File: src/hw/rtl/sliding_window_median_filter_defines.svh
// Assertion helpers shared by the files that carry checks.
`ifndef SLIDING_WINDOW_MEDIAN_FILTER_DEFINES_SVH
`define SLIDING_WINDOW_MEDIAN_FILTER_DEFINES_SVH

// Same-cycle implication, sampled on the rising clock edge, off during reset.
`define SWMF_ASSERT_IMP(lbl, ante, cons) \
   lbl: assert property (@(posedge clock) disable iff (reset) (ante) |-> (cons)) \
      else $error("swmf: same-cycle check failed");

// Next-cycle implication, sampled on the rising clock edge, off during reset.
`define SWMF_ASSERT_NXT(lbl, ante, cons) \
   lbl: assert property (@(posedge clock) disable iff (reset) (ante) |=> (cons)) \
      else $error("swmf: next-cycle check failed");

`endif

File: src/hw/rtl/swmf_pkg.sv
package swmf_pkg;

   // Configuration port geometry.
   localparam int CSR_ADDR_BITS  = 3;
   localparam int CSR_DATA_BITS  = 32;
   localparam int CFG_VALUE_BITS = 7;

   // Register index, taken from the word address bit of the port.
   localparam logic REG_WINDOW_SIZE = 1'b0;

   // Window size lower limit and reset value.
   localparam int WIN_RESET = 5;
   localparam int WIN_MIN   = 3;

   // Input operation codes.
   localparam logic OP_PUSH  = 1'b0;
   localparam logic OP_CLEAR = 1'b1;

   // Commands from the controller to the datapath.
   typedef enum logic [2:0] {
      CMD_NONE,
      CMD_START,
      CMD_LOAD,
      CMD_SCAN,
      CMD_COMMIT
   } swmf_op_type;

   typedef struct packed {
      swmf_op_type op;
      logic        clear;
   } swmf_cmd_type;

   // Status from the datapath to the controller.
   typedef struct packed {
      logic scan_done;
      logic out_free;
   } swmf_status_type;

endpackage

File: src/hw/rtl/swmf_ram.sv
module swmf_ram #(
   parameter int WIDTH = 16,
   parameter int DEPTH = 64
) (
   input  logic                     clock,
   input  logic                     we,
   input  logic [$clog2(DEPTH)-1:0] waddr,
   input  logic [WIDTH-1:0]         wdata,
   input  logic [$clog2(DEPTH)-1:0] raddr,
   output logic [WIDTH-1:0]         rdata
);

   logic [WIDTH-1:0] mem_ff [DEPTH];
   logic [WIDTH-1:0] rdata_ff;

   // One write port and one registered read port.
   always_ff @(posedge clock) begin
      if (we) begin
         mem_ff[waddr] <= wdata;
      end
      rdata_ff <= mem_ff[raddr];
   end

   assign rdata = rdata_ff;

endmodule

File: src/hw/rtl/swmf_ctrl.sv
module swmf_ctrl
   import swmf_pkg::*;
(
   input  logic            clock,
   input  logic            reset,
   input  logic            req_valid,
   input  logic            req_operation,
   input  swmf_status_type status,
   output logic            req_stall,
   output swmf_cmd_type    cmd
);

   typedef enum logic [1:0] {
      ST_IDLE,
      ST_LOAD,
      ST_SCAN,
      ST_FINISH
   } state_type;

   state_type state_ff;
   logic      stall_ff;
   logic      clear_ff;

   // State, input stall and the latched operation kind.
   always_ff @(posedge clock) begin
      if (reset) begin
         state_ff <= ST_IDLE;
         stall_ff <= 1'b0;
         clear_ff <= 1'b0;
      end else begin
         case (state_ff)
            ST_IDLE: begin
               if (req_valid) begin
                  stall_ff <= 1'b1;
                  clear_ff <= (req_operation == OP_CLEAR);
                  state_ff <= (req_operation == OP_CLEAR) ? ST_FINISH : ST_LOAD;
               end
            end
            ST_LOAD: begin
               state_ff <= ST_SCAN;
            end
            ST_SCAN: begin
               if (status.scan_done) begin
                  state_ff <= ST_FINISH;
               end
            end
            ST_FINISH: begin
               if (status.out_free) begin
                  stall_ff <= 1'b0;
                  state_ff <= ST_IDLE;
               end
            end
            default: begin
               stall_ff <= 1'b0;
               state_ff <= ST_IDLE;
            end
         endcase
      end
   end

   // Command decode for the datapath.
   always_comb begin
      cmd.clear = clear_ff;
      case (state_ff)
         ST_IDLE:   cmd.op = req_valid ? CMD_START : CMD_NONE;
         ST_LOAD:   cmd.op = CMD_LOAD;
         ST_SCAN:   cmd.op = CMD_SCAN;
         ST_FINISH: cmd.op = status.out_free ? CMD_COMMIT : CMD_NONE;
         default:   cmd.op = CMD_NONE;
      endcase
   end

   assign req_stall = stall_ff;

endmodule

File: src/hw/rtl/swmf_datapath.sv
module swmf_datapath
   import swmf_pkg::*;
#(
   parameter int MAX_WINDOW  = 64,
   parameter int SAMPLE_BITS = 16
) (
   input  logic                                  clock,
   input  logic                                  reset,
   input  swmf_cmd_type                          cmd,
   output swmf_status_type                       status,
   input  logic signed [SAMPLE_BITS-1:0]         req_sample,
   output logic                                  rsp_valid,
   input  logic                                  rsp_stall,
   output logic signed [SAMPLE_BITS:0]           rsp_median_x2,
   output logic [$clog2(MAX_WINDOW+1)-1:0]       rsp_fill_count,
   input  logic                                  psel,
   input  logic                                  penable,
   input  logic                                  pwrite,
   input  logic [CSR_ADDR_BITS-1:0]              paddr,
   input  logic [CSR_DATA_BITS-1:0]              pwdata,
   output logic [CSR_DATA_BITS-1:0]              prdata,
   output logic                                  pready
);

   localparam int CW   = $clog2(MAX_WINDOW + 1);
   localparam int IW   = $clog2(MAX_WINDOW);
   localparam int SATW = (CW > CFG_VALUE_BITS) ? CW : CFG_VALUE_BITS;

   // Control and window state.
   logic [CW-1:0] win_ff;
   logic [CW-1:0] count_ff;
   logic [IW-1:0] oldest_ff;
   logic [IW-1:0] next_oldest_ff;
   logic          bank_ff;

   // Per-transaction working registers.
   logic signed [SAMPLE_BITS-1:0] sample_ff;
   logic signed [SAMPLE_BITS-1:0] old_ff;
   logic signed [SAMPLE_BITS-1:0] lo_ff;
   logic signed [SAMPLE_BITS-1:0] hi_ff;
   logic [CW-1:0] r_ff;
   logic [CW-1:0] w_ff;
   logic          ins_ff;
   logic          del_ff;
   logic          full_ff;

   // Result register.
   logic                          rsp_valid_ff;
   logic signed [SAMPLE_BITS:0]   med_ff;
   logic [CW-1:0]                 fill_ff;

   // Memory connections.
   logic                   ring_we;
   logic [IW-1:0]          ring_waddr;
   logic [IW-1:0]          ring_raddr;
   logic [SAMPLE_BITS-1:0] ring_rdata;
   logic                   sort_we;
   logic [IW:0]            sort_waddr;
   logic [IW:0]            sort_raddr;
   logic [SAMPLE_BITS-1:0] sort_wdata;
   logic [SAMPLE_BITS-1:0] sort_rdata;

   // Combinational helpers.
   logic                          full_now;
   logic [IW-1:0]                 oldest_cur;
   logic [IW-1:0]                 slot;
   logic [CW-1:0]                 slot_next;
   logic [CW-1:0]                 n_new;
   logic [CW-1:0]                 mid_lo;
   logic [CW-1:0]                 mid_hi;
   logic signed [SAMPLE_BITS-1:0] x;
   logic                          exhausted;
   logic                          emit;
   logic signed [SAMPLE_BITS-1:0] emit_val;
   logic                          advance;
   logic                          set_ins;
   logic                          set_del;
   logic [CW-1:0]                 r_next;
   logic                          out_free;
   logic                          cfg_write;
   logic [SATW-1:0]               win_sat;
   logic signed [SAMPLE_BITS:0]   med_in;

   // Ring slot for the new sample; the oldest pointer wraps at the window size.
   always_comb begin
      full_now   = (count_ff == win_ff);
      oldest_cur = (CW'(oldest_ff) >= win_ff) ? '0 : oldest_ff;
      slot       = full_now ? oldest_cur : count_ff[IW-1:0];
      slot_next  = CW'(slot) + CW'(1);
   end

   // Size of the new window and the two middle positions of the sorted list.
   always_comb begin
      n_new  = full_ff ? count_ff : count_ff + CW'(1);
      mid_hi = n_new >> 1;
      mid_lo = (n_new - CW'(1)) >> 1;
   end

   // Merge step: drop the evicted value once and insert the new one in order.
   always_comb begin
      x         = $signed(sort_rdata);
      exhausted = (r_ff == count_ff);
      emit      = 1'b0;
      emit_val  = x;
      advance   = 1'b0;
      set_ins   = 1'b0;
      set_del   = 1'b0;
      if (exhausted) begin
         if (!ins_ff) begin
            emit     = 1'b1;
            emit_val = sample_ff;
            set_ins  = 1'b1;
         end
      end else if (!ins_ff && (sample_ff < x)) begin
         emit     = 1'b1;
         emit_val = sample_ff;
         set_ins  = 1'b1;
      end else if (full_ff && !del_ff && (x == old_ff)) begin
         set_del = 1'b1;
         advance = 1'b1;
      end else begin
         emit    = 1'b1;
         advance = 1'b1;
      end
   end

   // Read address of the sorted list for the next cycle.
   always_comb begin
      if (cmd.op == CMD_LOAD) begin
         r_next = '0;
      end else if ((cmd.op == CMD_SCAN) && advance) begin
         r_next = r_ff + CW'(1);
      end else begin
         r_next = r_ff;
      end
   end

   // Memory control: ring written on load, sorted list written in the other bank.
   assign ring_we    = (cmd.op == CMD_LOAD);
   assign ring_waddr = slot;
   assign ring_raddr = oldest_cur;
   assign sort_we    = (cmd.op == CMD_SCAN) && emit;
   assign sort_waddr = {~bank_ff, w_ff[IW-1:0]};
   assign sort_wdata = emit_val;
   assign sort_raddr = {bank_ff, r_next[IW-1:0]};

   swmf_ram #(
      .WIDTH(SAMPLE_BITS),
      .DEPTH(MAX_WINDOW)
   ) u_ring (
      .clock(clock),
      .we(ring_we),
      .waddr(ring_waddr),
      .wdata(sample_ff),
      .raddr(ring_raddr),
      .rdata(ring_rdata)
   );

   // Each bank spans the full index range so the bank bit addresses it cleanly.
   swmf_ram #(
      .WIDTH(SAMPLE_BITS),
      .DEPTH(2 ** (IW + 1))
   ) u_sorted (
      .clock(clock),
      .we(sort_we),
      .waddr(sort_waddr),
      .wdata(sort_wdata),
      .raddr(sort_raddr),
      .rdata(sort_rdata)
   );

   // Configuration write with saturation of the window size.
   always_comb begin
      cfg_write = psel && penable && pwrite && (paddr[2] == REG_WINDOW_SIZE);
      win_sat   = SATW'(pwdata[CFG_VALUE_BITS-1:0]);
      if (win_sat < SATW'(WIN_MIN)) begin
         win_sat = SATW'(WIN_MIN);
      end
      if (win_sat > SATW'(MAX_WINDOW)) begin
         win_sat = SATW'(MAX_WINDOW);
      end
   end

   assign out_free = !rsp_valid_ff || !rsp_stall;
   assign med_in   = {lo_ff[SAMPLE_BITS-1], lo_ff} + {hi_ff[SAMPLE_BITS-1], hi_ff};

   // Window state, configuration and result register.
   always_ff @(posedge clock) begin
      if (reset) begin
         win_ff       <= CW'(WIN_RESET);
         count_ff     <= '0;
         oldest_ff    <= '0;
         bank_ff      <= 1'b0;
         rsp_valid_ff <= 1'b0;
         ins_ff       <= 1'b0;
         del_ff       <= 1'b0;
      end else begin
         if (cfg_write) begin
            win_ff    <= CW'(win_sat);
            count_ff  <= '0;
            oldest_ff <= '0;
         end
         if (cmd.op == CMD_LOAD) begin
            ins_ff <= 1'b0;
            del_ff <= 1'b0;
         end
         if (cmd.op == CMD_SCAN) begin
            if (set_ins) begin
               ins_ff <= 1'b1;
            end
            if (set_del) begin
               del_ff <= 1'b1;
            end
         end
         if (rsp_valid_ff && !rsp_stall) begin
            rsp_valid_ff <= 1'b0;
         end
         if (cmd.op == CMD_COMMIT) begin
            rsp_valid_ff <= 1'b1;
            if (cmd.clear) begin
               count_ff  <= '0;
               oldest_ff <= '0;
            end else begin
               count_ff <= n_new;
               bank_ff  <= ~bank_ff;
               if (full_ff) begin
                  oldest_ff <= next_oldest_ff;
               end
            end
         end
      end
   end

   // Payload registers of the transaction in flight.
   always_ff @(posedge clock) begin
      if (cmd.op == CMD_START) begin
         sample_ff <= req_sample;
      end
      if (cmd.op == CMD_LOAD) begin
         old_ff         <= $signed(ring_rdata);
         full_ff        <= full_now;
         next_oldest_ff <= (slot_next >= win_ff) ? '0 : slot_next[IW-1:0];
         w_ff           <= '0;
      end
      r_ff <= r_next;
      if (sort_we) begin
         w_ff <= w_ff + CW'(1);
         if (w_ff == mid_lo) begin
            lo_ff <= emit_val;
         end
         if (w_ff == mid_hi) begin
            hi_ff <= emit_val;
         end
      end
      if (cmd.op == CMD_COMMIT) begin
         if (cmd.clear) begin
            med_ff  <= '0;
            fill_ff <= '0;
         end else begin
            med_ff  <= med_in;
            fill_ff <= n_new;
         end
      end
   end

   // Register read and status.
   assign prdata           = (paddr[2] == REG_WINDOW_SIZE) ? CSR_DATA_BITS'(win_ff) : '0;
   assign pready           = 1'b1;
   assign status.scan_done = exhausted;
   assign status.out_free  = out_free;
   assign rsp_valid        = rsp_valid_ff;
   assign rsp_median_x2    = med_ff;
   assign rsp_fill_count   = fill_ff;

endmodule

File: src/hw/rtl/sliding_window_median_filter.sv
// Running median over the most recent window_size samples.
// Request channel (req_valid, req_stall, req_operation, req_sample): a push
// transaction adds a sample, a clear transaction empties the window.
// Response channel (rsp_valid, rsp_stall, rsp_median_x2, rsp_fill_count):
// one transaction per request, giving twice the median of the samples held
// and how many are held; a clear answers with zero for both.
// A push runs through these steps: accept, a load step that reads the evicted
// ring entry, then a merge pass that reads the sorted entries in order from a
// ping-pong memory, and a finish step that writes the result. A clear goes
// from accept straight to the finish step.
// One request is in work at a time; req_stall is high from acceptance until
// the result lands in the output register, so the next request can be taken
// while that result still waits on rsp_stall.
// If the receiver stalls, the finished result holds and the block waits.
// Reset sets window_size to 5 and empties the window; no memory sweep is
// needed. Writing window_size (saturated to 3..MAX_WINDOW) also empties it,
// and must only be done while the block is idle.
`include "sliding_window_median_filter_defines.svh"

module sliding_window_median_filter
   import swmf_pkg::*;
#(
   parameter int MAX_WINDOW  = 64,
   parameter int SAMPLE_BITS = 16
) (
   input  logic                               clock,
   input  logic                               reset,
   input  logic                               req_valid,
   output logic                               req_stall,
   input  logic                               req_operation,
   input  logic signed [SAMPLE_BITS-1:0]      req_sample,
   output logic                               rsp_valid,
   input  logic                               rsp_stall,
   output logic signed [SAMPLE_BITS:0]        rsp_median_x2,
   output logic [$clog2(MAX_WINDOW+1)-1:0]    rsp_fill_count,
   input  logic                               csr_psel,
   input  logic                               csr_penable,
   input  logic                               csr_pwrite,
   input  logic [CSR_ADDR_BITS-1:0]           csr_paddr,
   input  logic [CSR_DATA_BITS-1:0]           csr_pwdata,
   output logic [CSR_DATA_BITS-1:0]           csr_prdata,
   output logic                               csr_pready
);

   swmf_cmd_type    cmd;
   swmf_status_type status;

   swmf_ctrl u_ctrl (
      .clock(clock),
      .reset(reset),
      .req_valid(req_valid),
      .req_operation(req_operation),
      .status(status),
      .req_stall(req_stall),
      .cmd(cmd)
   );

   swmf_datapath #(
      .MAX_WINDOW(MAX_WINDOW),
      .SAMPLE_BITS(SAMPLE_BITS)
   ) u_datapath (
      .clock(clock),
      .reset(reset),
      .cmd(cmd),
      .status(status),
      .req_sample(req_sample),
      .rsp_valid(rsp_valid),
      .rsp_stall(rsp_stall),
      .rsp_median_x2(rsp_median_x2),
      .rsp_fill_count(rsp_fill_count),
      .psel(csr_psel),
      .penable(csr_penable),
      .pwrite(csr_pwrite),
      .paddr(csr_paddr),
      .pwdata(csr_pwdata),
      .prdata(csr_prdata),
      .pready(csr_pready)
   );

   // An empty window always reports a zero median.
   `SWMF_ASSERT_IMP(a_empty_zero, rsp_valid && (rsp_fill_count == '0), rsp_median_x2 == '0)

   // The held count never goes beyond the largest window.
   `SWMF_ASSERT_IMP(a_fill_bound, rsp_valid, rsp_fill_count <= MAX_WINDOW)

   // A committed result shows up on the response channel in the next cycle.
   `SWMF_ASSERT_NXT(a_commit_shows, cmd.op == CMD_COMMIT, rsp_valid)

   // The merge pass only runs while the request side is held off.
   `SWMF_ASSERT_IMP(a_scan_stalled, cmd.op == CMD_SCAN, req_stall)

endmodule
File: config.mk
export PLATFORM = sky130hd
export DESIGN_NAME = sliding_window_median_filter
export DESIGN_NICKNAME = d
export VERILOG_FILES = /design/src/hw/rtl/swmf_pkg.sv /design/src/hw/rtl/swmf_ram.sv /design/src/hw/rtl/swmf_ctrl.sv /design/src/hw/rtl/swmf_datapath.sv /design/src/hw/rtl/sliding_window_median_filter.sv
export VERILOG_INCLUDE_DIRS = /design/src /design/src/hw/rtl
export SDC_FILE = /design/constraint.sdc
export NUM_CORES = 2
export LEC_CHECK = 0
export CORE_MARGIN = 2
export CORE_UTILIZATION = 68
export CTS_CLUSTER_DIAMETER = 40
export DETAILED_ROUTE_END_ITERATION = 6
export DONT_BUFFER_PORTS = 1
export MAX_ROUTING_LAYER = met4
export PLACE_DENSITY_LB_ADDON = 0.1
export SLEW_MARGIN = 20
export SYNTH_ARGS = -nofsm -noshare
export SYNTH_HDL_FRONTEND = slang
export SYNTH_SLANG_ARGS = --single-unit
File: constraint.sdc
create_clock -name clock -period 22.1 [get_ports clock]
set_input_delay 1.105 -clock clock [delete_from_list [all_inputs] [get_ports clock]]
set_output_delay 1.105 -clock clock [all_outputs]
set_load 0.01 [all_outputs]
* Word level (Yosys, flattened, before mapping)
Memory sizes are Yosys's and may differ from the RTL's. A register that Yosys moved wholly into a read port is not among the register bits.
Cells that the tools add are included.
** Operators by class
- Equality and inequality tests :: 15
- $add $sub $neg :: 6
- Reduce and logical (&&, ||, !) cells :: 25
- Magnitude comparators :: 5
- Bitwise logic cells :: 3
- Muxes and demuxes :: 54
** Operator list (count)
- 2-to-1 mux 7 bit :: 9
- 2-to-1 mux 16 bit :: 3
- 2-to-1 mux 6 bit :: 8
- 2-to-1 mux 1 bit :: 26
- adder 7 x 1 -> 7 bit (second input constant) :: 3
- adder 16 x 16 -> 17 bit :: 1
- equality test 16 bit :: 1
- < comparator 16 bit :: 1
- equality test 7 x 6 -> 1 bit :: 2
- equality test 7 bit :: 2
- case mux 3 bit (4 select lines) :: 1
- logical AND 1 bit :: 9
- 2-to-1 mux 2 bit :: 4
- case mux 2 bit (4 select lines) :: 1
- AND reduction 2 bit :: 4
- nonzero test 2 bit :: 4
- adder 6 x 1 -> 7 bit (second input constant) :: 1
- greater-or-equal comparator 6 x 7 -> 1 bit :: 1
- greater-or-equal comparator 7 bit :: 1
- greater-than comparator 7 bit (second input constant) :: 1
- < comparator 7 x 2 -> 1 bit (second input constant) :: 1
- subtractor 7 x 1 -> 7 bit (second input constant) :: 1
- equality test 3 x 2 -> 1 bit (second input constant) :: 2
- AND reduction 3 bit :: 2
- 12 further kinds :: 19
** Storage, ports and cells
- Bits in writable memories :: 3072
- Memories :: 2
- Word-level logic and storage cells :: 131
- Flip-flop bits (word level) :: 137
** Memory list
- u_datapath.u_sorted.mem_ff :: words 128, bits a word 16, read ports 1, clocked after memory_dff 1, wr ports 1, RTL line swmf_ram.sv:13 : logic [WIDTH-1:0] mem_ff [DEPTH];
- u_datapath.u_ring.mem_ff :: words 64, bits a word 16, read ports 1, clocked after memory_dff 1, wr ports 1, RTL line swmf_ram.sv:13

* Logic depth before layout (Yosys ltp)
- Word-level depth :: 9
- Mapped depth :: 25
- Mapped depth without buffers :: 22

* By module
From an unflattened synthesis, not the netlist that was laid out.
** Second synthesis, totals
- Cell total of the unflattened synthesis :: 5635
- Area total of the unflattened synthesis :: 126530.1 sq um
** Modules (own cells, without submodules)
- swmf_ram at u_datapath.u_sorted :: cells an instance 3086, area each 78522.8 sq um, instances 1
- swmf_ram at u_datapath.u_ring :: cells an instance 1829, area each 40042.2 sq um, instances 1
- swmf_datapath :: cells an instance 689, area each 7688.6 sq um, instances 1
- swmf_ctrl :: cells an instance 31, area each 276.5 sq um, instances 1

* Least setup slack after synthesis
No wires, ideal clock.
- Path type :: reg2reg
- Start point :: register u_datapath.sample_ff[2]
- End point :: register u_datapath.hi_ff[15], data pin
- Stages on the path, launching flop included :: 11
- Arrival :: 8232 ps
- Period minus slack after synthesis :: 9445 ps
- Path slack :: 12655 ps
- Buffers on the path :: 2
- Cell sequence :: edfxtp_1 -> ha_1 -> a211o_1 -> a31oi_1 -> o31ai_1 -> and3_1 -> buf_2 -> or3_1 -> a21boi_0 -> clkbuf_1 -> o21ai_0
** On the way
- Longest elaborated chain between the ends :: 4
** RTL lines
- from (decl) :: RTL line swmf_datapath.sv:37 : logic signed [SAMPLE_BITS-1:0] sample_ff;
- from (signal assigned) :: RTL line swmf_datapath.sv:237 : sample_ff <= req_sample;
- < comparator 16 bit :: RTL line swmf_datapath.sv:114 : end else if (!ins_ff && (sample_ff < x)) begin
- logical AND 1 bit :: RTL line swmf_datapath.sv:114
- 2-to-1 mux 16 bit :: RTL line swmf_datapath.sv:114
- 2-to-1 mux 16 bit :: RTL line swmf_datapath.sv:108 : if (exhausted) begin
- named net u_datapath.emit_val[15] :: RTL line swmf_datapath.sv:74 : logic signed [SAMPLE_BITS-1:0] emit_val;
- to (signal assigned) :: RTL line swmf_datapath.sv:252 : hi_ff <= emit_val;
- to (decl) :: RTL line swmf_datapath.sv:40 : logic signed [SAMPLE_BITS-1:0] hi_ff;
The timed path passes the listed nets, and every way through them passes these cells.
A chain may end at the register's enable or synchronous reset.

* Final worst setup path
- Start point :: register u_datapath.sample_ff[2]
- End point :: register u_datapath.u_sorted.rdata_ff[0], in the netlist u_datapath.u_sorted.rdata[0] (read register of u_datapath.u_sorted.mem_ff)
** On the way
- Longest elaborated chain between the ends :: 7
** RTL lines
- < comparator 16 bit :: RTL line swmf_datapath.sv:114
- logical AND 1 bit :: RTL line swmf_datapath.sv:114
- 2-to-1 mux 1 bit :: RTL line swmf_datapath.sv:114
- 2-to-1 mux 1 bit :: RTL line swmf_datapath.sv:108
- logical AND 1 bit :: RTL line swmf_datapath.sv:131 : end else if ((cmd.op == CMD_SCAN) && advance) begin
- 2-to-1 mux 6 bit :: RTL line swmf_datapath.sv:131
- 2-to-1 mux 6 bit :: RTL line swmf_datapath.sv:129 : if (cmd.op == CMD_LOAD) begin
- to (decl) :: RTL line swmf_ram.sv:14 : logic [WIDTH-1:0] rdata_ff;
No other way between the ends.

==> impl_metrics.ini <==
[status]
run_status = finished, final reports clean

[cts]
cts.repair.resized = 0
cts_root_buf = clkbuf_16
cts_tree = done
clk_pin_slew_ns = 0.06
numCtsBuffers = 403
htreeDepth = 5
post-cts-setup-buffers = 0
clk_path_buf_depth = 4
clk_latency_ns = 1.00
hold_buffers = 0
clock_sinks = 3241

[power_and_ir_drop]
p_int_mw = 12.11
p_leak_nw = 46.68
irDropWorstVdd_mv = 0.1649
p_sw_frac = 0.2632
p_comb_frac = 0.118
seq_power_share = 0.483
p_clk_frac = 0.399
p_sw_mw = 4.329
p_per_area_nw_per_um2 = 113.4

[placement]
place_congestion = 0.8940
dp_hpwl_um = 185700
io_buffers = 0
placedCellCount = 10230
place_area_um2 = 131400

[synthesis]
synth_cell_types = 77
synth_top_family_by_area = multiplexers
synth_compound_area_frac = 0.05367
synthAdderAreaFrac = 0.005268
ys_ff_latch = 3241
synthMuxAreaShare = 0.08093
netlist_area_um2 = 127300
yosysSeqAreaShare = 0.7592
synth_cells = 7887
synth_edf_count = 3174
syn_area_per_cell_um2 = 16.14
synth_flop_cell = edfxtp_1
yosys.area_share.simple = 0.07805
synth_warnings = 0
synthXorXnorAreaFrac = 0.004678
synthArstFlopShare = 0

[sta]
tns_ns = 0
min_period_ns = 8.546
fin_crit_sh = 0.3867
tightest_slew_ns = 1.296
fmax_mhz = 117.0
hold_violations = 0
relSlewSlack = 0.1282
rsz0062_at_grt = false
report.final.slew_viol_count = 0
fin_hold_ws_ns = 0.2089
finalSetupViolations = 0
skew_ns = 0.06029

[global_routing]
met2_usage = 0.5481
grtUsageMet1 = 0.4698
grt.total_usage = 0.3571
grt_use_met3 = 0.06340
gr-total-overflow = 0
grt_max_degree = 176
grt_busiest_layer = met2
grt_first_pass_wirelength_um = 478700
grt_pass1_vias = 71950
antenna_found_initial = 19

[min_path]
hp-start = reset
hp-class = in -> reg

[die]
die-area_um2 = 190700
io_pins = 118
die-width_um = 436.7
initial_core_util = 0.6858
die_h_um = 436.7
rows = 158
core_um2 = 185600

[layout]
fin_cells = 10980
synthToLayoutAreaGrowth_pct = 13.94
nFillCells = 9903
nNetsFinal = 8279
final_area_um2 = 145100
fin_util = 0.7814
drive_gt1_frac = 0.1528

[critical_path]
end_kind = register
endpoint = u_datapath.u_sorted.rdata[0]
r2r_slack_ns = 13.55
path_delay_family = buffers and inverters
cp_max_fo = 156
r2r_cells = 16
rr_startpoint = u_datapath.sample_ff[2]
cp.arrival_ns = 9.35
crit_start = u_datapath.sample_ff[2]
cp.depth = 16
path_cells = buf_4 > ha_1 > a211o_1 > a31oi_1 > o31ai_1 > a2111oi_4 > or4_1 > a21oi_4 > inv_8 > buf_12 > buf_12 > buf_4 > mux4_2 > a2111oi_1 > a2111oi_0 > or4b_1
critical_path_class = reg -> reg
crit_buf_inv = 5
required_ns = 22.90
slowest_delay_ns = 1.11
slowest_stage = a2111oi_1
reg2reg_to = u_datapath.u_sorted.rdata[0]
cp-start-kind = register

[routing]
vias = 73840
wl_um = 331100
drt-pass1-iter-count = 6
post_drt_wl_per_cell_um = 30.16
drt_iter0_drc = 10380
drc_errors = 0
vias_per_cell = 6.726
detail-route-antenna-nets = 0

[job]
drv_cap = 0
[stage by stage]
stage               setup slack [ns]  power, mW
detailed placement             13.56      9.911
global placement               13.66      9.799
global route                   13.24      16.81
finish                         13.55      16.44
CTS                            13.56      16.39
floorplan                      12.66      9.165
[per-layer routing]
layer | up-vias | routed length [um] | part of all wire
met1 | 37180 | 118800 | 0.36
met5 | - | 0 | 0
li1 | 31300 | - | -
met3 | 786 | 33920 | 0.10
met4 | 0 | 18110 | 0.055
met2 | 4574 | 160300 | 0.48
[placed cells by master, fill, tap and decap left out, drive strengths merged, types with 116 or more instances in the layout]
cell / instances
nand2: 1174
nor2: 330
mux2i: 532
clkinv: 116
inv: 139
mux4: 219
buf: 322
nand3: 376
clkbuf: 443
edfxtp: 3174
a21oi: 289
[flip-flops by register name, indices dropped and copies added, names as in the netlist, 2 cells and up]
signal,cells
u_datapath.count_ff,7
u_datapath.oldest_ff,6
u_datapath.r_ff,7
u_datapath.u_ring.mem_ff,1024
u_datapath.rsp_median_x2,17
u_datapath.u_ring.rdata,16
u_datapath.w_ff,7
u_datapath.hi_ff,16
u_datapath.rsp_fill_count,7
u_datapath.u_sorted.rdata,16
u_datapath.next_oldest_ff,6
u_datapath.win_ff,7
u_datapath.lo_ff,16
u_datapath.sample_ff,16
u_datapath.old_ff,16
u_datapath.u_sorted.mem_ff,2048
u_ctrl.state_ff,2
[area by class of cell]
cell class | instances | area [um^2] | area share
multi-input cells | 4141 | 28890 | 0.1992
flip-flops and latches | 3241 | 96660 | 0.6664
clock inverters | 279 | 3075 | 0.02120
clock buffers | 443 | 10350 | 0.07136
well taps | 2480 | 3103 | 0.02139
repair buffers | 322 | 2706 | 0.01866
diodes | 15 | 37.54 | 0.0002588
inverters | 58 | 230.2 | 0.001587
[logic make-up (layout without fill, tap and decap cells)]
group           after synthesis  in the layout
compound gates             1009           1009
xor+xnor                     68             68
fa+ha+maj                    53             53
buf+inv                     529           1102
flops                      3241           3241
mux                         755            755
other cells                   2             41
simple gates               2230           2230
[synth_stat cells (all sizes together), types with 88 or more instances]
library cell | instances | area [um^2]
edfxtp | 3174 | 95310
nand2 | 1174 | 4407
mux2i | 532 | 5325
nand3 | 376 | 1882
nor2 | 330 | 1244
a21oi | 289 | 1454
clkbuf | 281 | 1055
mux4 | 219 | 4932
buf | 190 | 1035
o21ai | 106 | 530.5
a211oi | 89 | 680.7
a31oi | 88 | 550.5
[worst min-delay path by stage]
| stage | endpoint | slack [ns] | cells past startpoint |
|---|---|---|---|
| 2_1_floorplan | u_datapath.old_ff[0] | 0.39 | 0 |
| 3_3_place_gp | u_datapath.old_ff[14] | 0.39 | 0 |
| 3_5_place_dp | u_datapath.old_ff[14] | 0.39 | 0 |
| 4_1_cts | u_datapath.oldest_ff[0] | 0.15 | 1 |
| 5_1_grt | u_datapath.oldest_ff[0] | 0.17 | 1 |
| 6_report | u_datapath.oldest_ff[0] | 0.21 | 1 |
[power groups by stage]
stage	clock network (mW)	registers, mW	logic, mW
final	6.57	7.94	1.93
after global routing	6.84	7.95	2.03
after CTS	6.59	7.95	1.85
after detailed placement	0	8.07	1.84
after global placement	0	8.06	1.74
after floorplan	0	8.37	0.792
Note: power is estimated with default switching activity, not from simulation.
